[config.mk]
export PLATFORM = sky130hd
export DESIGN_NAME = pmrb_ctrl
export DESIGN_NICKNAME = d
export VERILOG_FILES = /design/src/rtl/pmrb_pkg.sv /design/src/rtl/pmrb_ctrl.sv
export VERILOG_INCLUDE_DIRS = /design/src /design/src/rtl
export SDC_FILE = /design/constraint.sdc
export NUM_CORES = 1
export LEC_CHECK = 0
export BUFFER_PORTS_ARGS = -buffer_cell sky130_fd_sc_hd__buf_4
export CORE_AREA = 2 2 39 41
export DETAILED_ROUTE_END_ITERATION = 12
export DIE_AREA = 0 0 41 43
export HOLD_SLACK_MARGIN = 0.05
export PLACE_DENSITY = 0.38
export SETUP_SLACK_MARGIN = 0.4
export SYNTH_ARGS = -nofsm -noshare
export SYNTH_HDL_FRONTEND = slang
export SYNTH_SLANG_ARGS = --single-unit
export TNS_END_PERCENT = 50
[constraint.sdc]
create_clock -name clock -period 1 [get_ports clock]
set_input_delay 0.05 -clock clock [delete_from_list [all_inputs] [get_ports clock]]
set_output_delay 0.05 -clock clock [all_outputs]
set_load 0.02 [all_outputs]
[src/rtl/palette_merge_remap_blit_assert.svh]
// ----------------------------------------------------------------------------
// palette merge remap blit assertion macros
// Concurrent assertion wrappers, empty when SYNTH is defined.
// ----------------------------------------------------------------------------
`ifndef PALETTE_MERGE_REMAP_BLIT_ASSERT_SVH
`define PALETTE_MERGE_REMAP_BLIT_ASSERT_SVH

`ifndef SYNTH
`define PMRB_ASSERT(name, clk, rst, prop) \
   name: assert property (@(posedge clk) disable iff (rst) prop) \
      else $error("pmrb assertion failed");
`define PMRB_ASSERT_ALWAYS(name, clk, prop) \
   name: assert property (@(posedge clk) prop) \
      else $error("pmrb assertion failed");
`else
`define PMRB_ASSERT(name, clk, rst, prop)
`define PMRB_ASSERT_ALWAYS(name, clk, prop)
`endif

`endif

[src/rtl/pmrb_pkg.sv]
// ----------------------------------------------------------------------------
// pmrb_pkg
// Shared constants, command codes and controller/datapath interface types.
// ----------------------------------------------------------------------------
`default_nettype none

package pmrb_pkg;

   localparam int TABLE_SIZE = 256;
   localparam int IDX_W      = 8;
   localparam int CNT_W      = 9;
   localparam int RGB_W      = 24;
   localparam int CSR_IDX_W  = 1;
   localparam int CSR_DATA_W = 9;

   typedef logic [1:0] mode_type;

   localparam mode_type MODE_CLEAR  = 2'd0;
   localparam mode_type MODE_APPEND = 2'd1;
   localparam mode_type MODE_MERGE  = 2'd2;
   localparam mode_type MODE_REMAP  = 2'd3;

   localparam logic [CSR_IDX_W-1:0] CSR_SRC_TRANSP = 1'd0;
   localparam logic [CSR_IDX_W-1:0] CSR_DST_TRANSP = 1'd1;

   localparam logic [CSR_DATA_W-1:0] TRANSP_NONE = 9'd256;

   typedef struct packed {
      logic load;
      logic search_step;
      logic commit;
   } pmrb_cmd_type;

   typedef struct packed {
      logic merge_skip;
      logic hit;
      logic miss;
   } pmrb_status_type;

endpackage

`default_nettype wire

[src/rtl/pmrb_ctrl.sv]
// ----------------------------------------------------------------------------
// pmrb_ctrl
// Sequencer: accepts a beat, runs the palette scan for merges, and loads
// the result register when it is free.
// ----------------------------------------------------------------------------
`default_nettype none
`include "palette_merge_remap_blit_assert.svh"

module pmrb_ctrl import pmrb_pkg::*; (
   input  logic            clock,
   input  logic            reset,
   input  logic            req_valid,
   output logic            req_ready,
   input  mode_type        req_mode,
   output logic            rsp_valid,
   input  logic            rsp_ready,
   input  pmrb_status_type status,
   output pmrb_cmd_type    cmd
);

   localparam logic [1:0] S_IDLE   = 2'd0;
   localparam logic [1:0] S_SEARCH = 2'd1;
   localparam logic [1:0] S_FIN    = 2'd2;

   logic [1:0] state_ff, state_in;
   logic       rsp_valid_ff, rsp_valid_in;
   logic       accept;
   logic       out_free;

   assign req_ready = (state_ff == S_IDLE);
   assign accept    = req_valid && req_ready;
   assign out_free  = !rsp_valid_ff || rsp_ready;
   assign rsp_valid = rsp_valid_ff;

   always_comb begin
      state_in         = state_ff;
      cmd.load         = 1'b0;
      cmd.search_step  = 1'b0;
      cmd.commit       = 1'b0;
      unique case (state_ff)
         S_IDLE: begin
            if (accept) begin
               cmd.load = 1'b1;
               state_in = (req_mode == MODE_MERGE) ? S_SEARCH : S_FIN;
            end
         end
         S_SEARCH: begin
            cmd.search_step = 1'b1;
            if (status.merge_skip || status.hit || status.miss) begin
               state_in = S_FIN;
            end
         end
         S_FIN: begin
            if (out_free) begin
               cmd.commit = 1'b1;
               state_in   = S_IDLE;
            end
         end
         default: begin
            state_in = S_IDLE;
         end
      endcase
   end

   always_comb begin
      if (cmd.commit) begin
         rsp_valid_in = 1'b1;
      end else if (rsp_ready) begin
         rsp_valid_in = 1'b0;
      end else begin
         rsp_valid_in = rsp_valid_ff;
      end
   end

   always_ff @(posedge clock) begin
      if (reset) begin
         state_ff     <= S_IDLE;
         rsp_valid_ff <= 1'b0;
      end else begin
         state_ff     <= state_in;
         rsp_valid_ff <= rsp_valid_in;
      end
   end

   `PMRB_ASSERT(a_direct_fin, clock, reset, (accept && req_mode != MODE_MERGE) |=> (state_ff == S_FIN))
   `PMRB_ASSERT(a_rsp_from_fin, clock, reset, $rose(rsp_valid_ff) |-> ($past(state_ff) == S_FIN))

endmodule

`default_nettype wire

==> summary.txt, run 1 <==
Detailed routing
  • WL final: ~480 um
  • 1st-iter DRT viols: 3
  • Routed WL per cell: 9.094 um
  • Vias: 204
  • DR DRC count: 0
  • DRT Pass-1 Iters: 2
  • Vias per inst: about 3.8
  • ANT nets after route: 0

Worst setup path
  • RR Startpoint: state_ff[0]
  • Crit. End Element: register
  • Largest fanout on the critical path: 4
  • FF-to-FF End: state_ff[0]
  • Top Family by Delay on Critical Path: simple AND/OR/NAND/NOR gates
  • Arr. time, crit path: between 1 and 1.5 ns
  • Crit path to: state_ff[0]
  • Worst Reg2Reg Path Length in Cells: 4
  • Max incr delay on CP: 0.35 ns
  • CP Launch Type: register
  • Slowest-stage cell, CP: dfxtp_4
  • R2r setup slk: -0.03 ns
  • Worst EP required: between 1 and 1.5 ns
  • Worst path depth: 4
  • Cells along the critical path: buf_4, nor4bb_1, a21oi_1, nor3_1
  • Buffers and inverters on the worst path: 1
  • CP startpoint: state_ff[0]
  • Critical path type: reg -> reg

Logic synthesis
  • Largest family of logic cells by synthesized area: simple AND/OR/NAND/NOR gates
  • Seq/Total Area, Yosys: 0.3721
  • Post-Synthesis Cell Area: about 160 um^2
  • Syn Area/Cell: about 8.1 um^2
  • Top-area cell type share of the netlist area: 0.3721
  • Complex-gate fraction of the synthesized area: 0.1318
  • Adder-cell share of the synthesized area: 0
  • Area contributors post-synth: dfxtp_1 (37%), nand2b_1 (12%), nor2b_1 (7.8%), a21oi_1 (6.2%), nor3_1 (6.2%)
  • Synth warn: 0
  • Multiplexer share of the synthesized area: 0
  • Count of different cell masters after synthesis: 13
  • Post-Synth Simple-Gate Area: 0.4264
  • Cells after Synth: 20
  • Area leader, netlist: dfxtp_1
  • Net Count, Synth: 29
  • Synthesized flop and latch total: 3
  • Xor/xnor cell area share of the yosys netlist: 0

Placed design
  • IO Port Bufs: 13
  • Detail Placement HPWL: roughly 360 um
  • Worst slack, placed: around 0.019 ns
  • # placed instances: 48
  • Placed Area: just under 300 um^2
  • RePlAce Congestion: about 0.68

GRT
  • Met3 Use GR: 0.06806
  • Global-route wire length before repair: between 700 and 800 um
  • Met2 Track Usage GR: 0.09063
  • Antenna violations before repair: 0
  • Largest net degree at the start of global routing: 7
  • GRT Max-Usage Layer: met2
  • Global route overflow: 0
  • GRT met1 Usage: 0.07029
  • Number of global-route vias before repair: 213
  • Total GRT Usage: 0.07014

Final layout
  • Diodes inserted: 0
  • Final std cell area, no fill: 354.1 um^2
  • Area grow syn2layout: 119.4%
  • Nets: between 40 and 50
  • Commonest non-fill, non-tap cell in the layout: buf_4
  • Layout cell share with drive strength beyond 1: 0.6486
  • Most frequent cells in the layout: buf_4 (11), clkbuf_4 (3), buf_6 (3)
  • Final Util: 0.2559
  • Final std cells w/o fill: between 50 and 60

Timing
  • Tmin final: 1.029 ns
  • Setup ws final: -0.02904 ns
  • Final setup fails: 4
  • Final hold slack: -0.01370 ns
  • Final Max Slew Viols: 0
  • Setup TNS: -0.07116 ns
  • Unrepaired setup endpoints after global routing: yes
  • Clock skew: about 0.00014 ns
  • Max frequency: 971.8 MHz
  • Fin crit share: 1.029
  • Worst-Margin Slew: ~0.24 ns
  • Slew headroom: 0.8361
  • Final Hold Vio Count: 3

Worst hold path
  • Hold-critical path depth: 2
  • Hold/Removal Path Class: in -> reg

Floorplan
  • Row count: 14
  • Die Wd: 41 um
  • Vert. Die Dim: between 40 and 50 um
  • Initial core utilization: 0.1166
  • Core Region: around 1400 um^2
  • Full die area: approximately 1800 um^2
  • IO Pins: 14

Clocking
  • Clock tree sinks: 3
  • CTS tree: done
  • Insertion delay to the later sink of the worst-skew pair: around 0.23 ns
  • H-tree depth: 1
  • Reg clk slew, reported paths: 0.04 ns
  • Clock buffer count from CTS: 3
  • Clock buffer depth: 2
  • Clock root cell: clkbuf_4

Outcome
  • Status: complete, but fails checks
  • Failing checks: negative hold slack, negative setup slack

Job
  • Max-cap viol count: 0

Power and ir drop
  • Total Power: between 0.4 and 0.5 mW
  • Clk pwr share: 0.468
  • Power per cell area: roughly 1300 nW/um^2
  • Leak: roughly 0.15 nW
  • Psw: about 0.12 mW
  • Worst vdd ir: roughly 0.57 mV
  • Comb power frac: 0.228
  • Pint: roughly 0.34 mW
  • Register share of total power: 0.304
  • Sw Share: 0.2562
-- how the worst min path moves through the flow --
stage / slack (ns) / endpoint / start
after floorplan: 0.11 / rsp_valid / reset
after global placement: 0.22 / rsp_valid / reset
after detailed placement: 0.23 / rsp_valid / reset
after CTS: -0.02 / state_ff[1] / reset
after global routing: -0.01 / rsp_valid / reset
final: -0.01 / rsp_valid / reset
-- worst register-to-register path, stage by stage (launching register included) --
cell      delay, ns
dfxtp_4        0.35
buf_4          0.14
nor4bb_1       0.27
a21oi_1        0.07
nor3_1         0.12
-- flip-flops by register name, summed over array words and instances, names as in the netlist --
register and cells:
rsp_valid 1, state_ff 2
-- routing by layer --
metal	vias up	routed length, um
li1	102	-
met1	86	207
met4	0	0
met5	-	0
met2	16	197
met3	0	77
-- logic make-up after synthesis --
logic type | after synthesis
AOI/OAI and AO/OA | 4
buffers and inverters | 2
and+or+nand+nor | 11
DFF | 3
-- layout make-up --
class | count | area, um^2
multi-input combinational | 15 | 118.9
fill | 161 | 1030
clock buffer | 4 | 26.28
tap | 16 | 20.02
timing repair buffer | 14 | 116.4
sequential | 3 | 68.82
inverter | 1 | 3.754
-- power groups by stage --
stage | combinational [mW] | sequential (mW) | clock (mW)
after floorplan | 0.0452 | 0.142 | 0
after global placement | 0.0937 | 0.140 | 0
after detailed placement | 0.0933 | 0.141 | 0
after CTS | 0.100 | 0.140 | 0.224
after global routing | 0.114 | 0.139 | 0.239
final | 0.103 | 0.138 | 0.212
-- timing repair --
action / CTS / global route
pin swaps: 2 / 2
endpoints found under the hold margin: 3 / 3
setup buffers: 0 / 1
gates resized for setup: 4 / 3
setup endpoints to repair: 8 / 8
-- synth_stat cells --
master	number
dfxtp_1	3
nand2b_1	3
a21oi_1	2
nor2b_1	2
nor3_1	2
a31oi_1	1
buf_4	1
inv_1	1
nor2_1	1
nor3b_1	1
nor4bb_1	1
o21ai_1	1
or2_1	1
Note: power is estimated with default switching activity, not from simulation.
==> run 2, diff against run 1 <==
- ABC_AREA: not set -> 1
- MAX_ROUTING_LAYER: not set -> met4
- PLACE_DENSITY: 0.38 -> 0.43
==> run 2 against run 1 <==
Against the previous run:
- the run ends with negative hold slack left
- clock skew increased by 0.0017 ns
- combinational power increased by 100%
- maximum frequency increased by 4.0%
- design area increased by 20%
- critical path type is now reg -> out
- critical endpoint is now cmd[0]
- highest routed layer is now met4
==> summary.txt, run 2 <==
Detailed routing
  • ANT nets after route: 0 (unchanged)
  • 1st-iter DRT viols: 0 (-3)
  • WL final: 490 um (+1.7%)
  • Wire length on met2: 229 um (+16%)
  • DRT Pass-1 Iters: 1 (-1)
  • Routed WL per cell: 7.206 um (-21%)
  • Top Layer Used: met4
  • M1 wire length: 205 um (-0.97%)
  • Routed met3 length: 40 um (-48%)
  • Vias per inst: 3.706 (-3.7%)
  • DR DRC count: 0 (unchanged)
  • Vias: 252 (+24%)

Timing
  • Setup TNS: 0 ns (+0.07116 ns)
  • Final Max Slew Viols: 0 (unchanged)
  • Unrepaired setup endpoints after global routing: yes
  • Max frequency: 1010 MHz (+4.0%)
  • Final Hold Vio Count: 1 (-2)
  • Slew headroom: 0.8908 (+0.05477)
  • Clock skew: 0.001806 ns (+0.001670 ns)
  • Final hold slack: -0.03071 ns (-0.01701 ns)
  • Final setup fails: 0 (-4)
  • Fin crit share: 0.9898 (-0.03924)
  • Tmin final: 0.9898 ns (-0.03924 ns)
  • Worst-Margin Slew: 0.1631 ns (-0.07946 ns)

Final layout
  • Area occupied by registers: 68.82 um^2 (unchanged)
  • Top reg by flops: state_ff
  • Layout cell share with drive strength beyond 1: 0.6154 (-0.03326)
  • Max reg flops: 2 (unchanged)
  • Diodes inserted: 0 (unchanged)
  • Area grow syn2layout: 92.66%
  • Nets: 62 (+32%)
  • Most frequent cells in the layout: buf_4 (10), inv_1 (7), nor2_4 (4), nor2_1 (4)
  • Commonest non-fill, non-tap cell in the layout: buf_4
  • Final std cell area, no fill: 426.7 um^2 (+20%)
  • Area of the multi-input gates: 157.7 um^2 (+33%)
  • Fillers: 160 (-0.62%)

Logic synthesis
  • Most frequent cell after synthesis: inv_1
  • Synth warn: 0 (unchanged)
  • Count of different cell masters after synthesis: 14 (+1)
  • Complex-gate fraction of the synthesized area: 0.1243 (-0.007489)
  • Post-Synthesis Cell Area: 221.5 um^2 (+37%)
  • Net Count, Synth: 45 (+55%)
  • Multiplexer share of the synthesized area: 0 (unchanged)
  • Top FF cell, synth: dfxtp_1
  • Asr flop ratio synth: 0 (unchanged)
  • Area contributors post-synth: dfxtp_1 (27%), inv_1 (14%), nand2_1 (8.5%), nor2_1 (8.5%), a21oi_1 (6.8%)
  • Xor/xnor cell area share of the yosys netlist: 0 (unchanged)
  • Synth top cells by count: inv_1 (8), nand2_1 (5), nor2_1 (5), a21oi_1 (3), dfxtp_1 (3)
  • Syn Area/Cell: 6.152 um^2 (-24%)
  • Top-area cell type share of the netlist area: 0.2712 (-0.1009)
  • Post-Synth Simple-Gate Area: 0.4011 (-0.02523)
  • Area leader, netlist: dfxtp_1
  • Largest family of logic cells by synthesized area: simple AND/OR/NAND/NOR gates
  • Adder-cell share of the synthesized area: 0 (unchanged)
  • EDFF count, synth: 0 (unchanged)
  • Synthesized flop and latch total: 3 (unchanged)
  • Seq/Total Area, Yosys: 0.2712 (-0.1009)
  • Cells after Synth: 36 (+80%)

Worst setup path
  • Critical path type: reg -> out
  • CP Launch Type: register
  • Cells along the critical path: inv_4, nand2_4, a21oi_2, buf_4
  • Arr. time, crit path: 0.94 ns (-0.24 ns)
  • RR Startpoint: state_ff[1]
  • Worst EP required: 0.95 ns (-0.20 ns)
  • CP startpoint: state_ff[0]
  • Slowest-stage cell, CP: dfxtp_2
  • Largest fanout on the critical path: 3 (-1)
  • Max incr delay on CP: 0.33 ns (-0.02 ns)
  • Crit. End Element: output pin

Power and ir drop
  • Worst vdd ir: 0.4403 mV (-23%)
  • Leak: 0.2133 nW (+43%)
  • Power per cell area: 1358 nW/um^2 (+6.2%)

Clocking
  • Clock buffer depth: 2 (unchanged)
  • Clock tree sinks: 3 (unchanged)
  • CTS tree: done
  • Insertion delay to the later sink of the worst-skew pair: 0.24 ns (about the same)
  • Reg clk slew, reported paths: 0.04 ns (about the same)
  • H-tree depth: 1 (unchanged)
  • Clock buffer count from CTS: 3 (unchanged)
  • Clock root cell: clkbuf_4

Worst hold path
  • Hold/Removal Path Class: in -> reg
  • HP Start: reset

Placed design
  • Placed Area: 360.3 um^2 (+23%)
  • RePlAce Congestion: 0.7577 (+11%)
  • Detail Placement HPWL: 409 um (+12%)
  • IO Port Bufs: 13 (unchanged)

GRT
  • Global route overflow: 0 (unchanged)
  • Number of global-route vias before repair: 257 (+21%)
  • Global-route wire length before repair: 855 um (+11%)
  • Antenna violations before repair: 0 (unchanged)
  • Largest net degree at the start of global routing: 5 (-2)
  • Total GRT Usage: 0.08111 (+0.01097)

Floorplan
  • Row count: 14 (unchanged)
  • Initial core utilization: 0.1600 (+0.04340)
  • Die Wd: 41 um (unchanged)
  • Vert. Die Dim: 43 um (unchanged)
  • Core Region: 1384 um^2 (unchanged)
  • Full die area: 1763 um^2 (unchanged)
  • IO Pins: 14 (unchanged)

Job
  • Max-cap viol count: 0 (unchanged)

Outcome
  • Status: complete, but fails checks
  • Failing checks: negative hold slack
## run 2: cell type report
class,count,share of cell area
flip-flops and latches,3,0.1613
well taps,16,0.04692
repair buffers,13,0.2551
inverters,10,0.1056
clock buffers,4,0.06158
multi-input cells,22,0.3695
## run 2: where the power goes
part	switching (mW)	internal, mW	leakage, nW
combinational	0.109	0.0985	0.172
sequential	0.0189	0.135	0.0264
clock	0.0680	0.150	0.0150
## run 2: metrics by stage
step | hold WS (ns) | util | cells | worst slack (ns) | power [mW]
after floorplan | 0.1094 | - | 36 | 0.1148 | 0.2700
after global placement | 0.2160 | 0.2604 | 64 | 0.05361 | 0.3338
after detailed placement | 0.2168 | 0.2604 | 64 | 0.05259 | 0.3339
after CTS | -0.04235 | 0.2875 | 68 | -0.03115 | 0.5750
after global routing | -0.03116 | 0.3083 | 68 | -0.03866 | 0.6215
final | -0.03071 | 0.3083 | 68 | 0.01021 | 0.5793
## run 2: logic make-up after synthesis
kind of cell / after synthesis
flip-flops: 3
buffers and inverters: 11
AND/OR/NAND/NOR: 17
AO/OA/AOI/OAI: 5
## run 2: final timing paths
kind / end / slack (ns) / cells past startpoint
setup / recovery: cmd[0] / 0.01 / 4
hold / removal: rsp_valid / -0.03 / 2
setup reg to reg: state_ff[1] / 0.04 / 6
hold reg to reg: rsp_valid / 0.52 / 2
## run 2: critical path: cells and delay by family, from the launching register on
| family | cells | cell delay (ns) |
|---|---|---|
| flops | 1 | 0.33 |
| buf+inv | 2 | 0.21 |
| compound gates | 1 | 0.09 |
| simple gates | 1 | 0.06 |
## run 2: repair_timing
item | 4_1_cts | 5_1_grt
setup endpoints to repair | 8 | 8
buffers inserted | 0 | 0
pin swaps | 1 | 0
endpoints found under the hold margin | 1 | 1
resized for setup | 3 | 8
## run 2: metal layers
metal / vias up / GRT usage
li1: 137 / -
met3: 2 / 0.04712
met5: - / -
met2: 10 / 0.1094
met4: 0 / 0.08000
met1: 103 / 0.07348
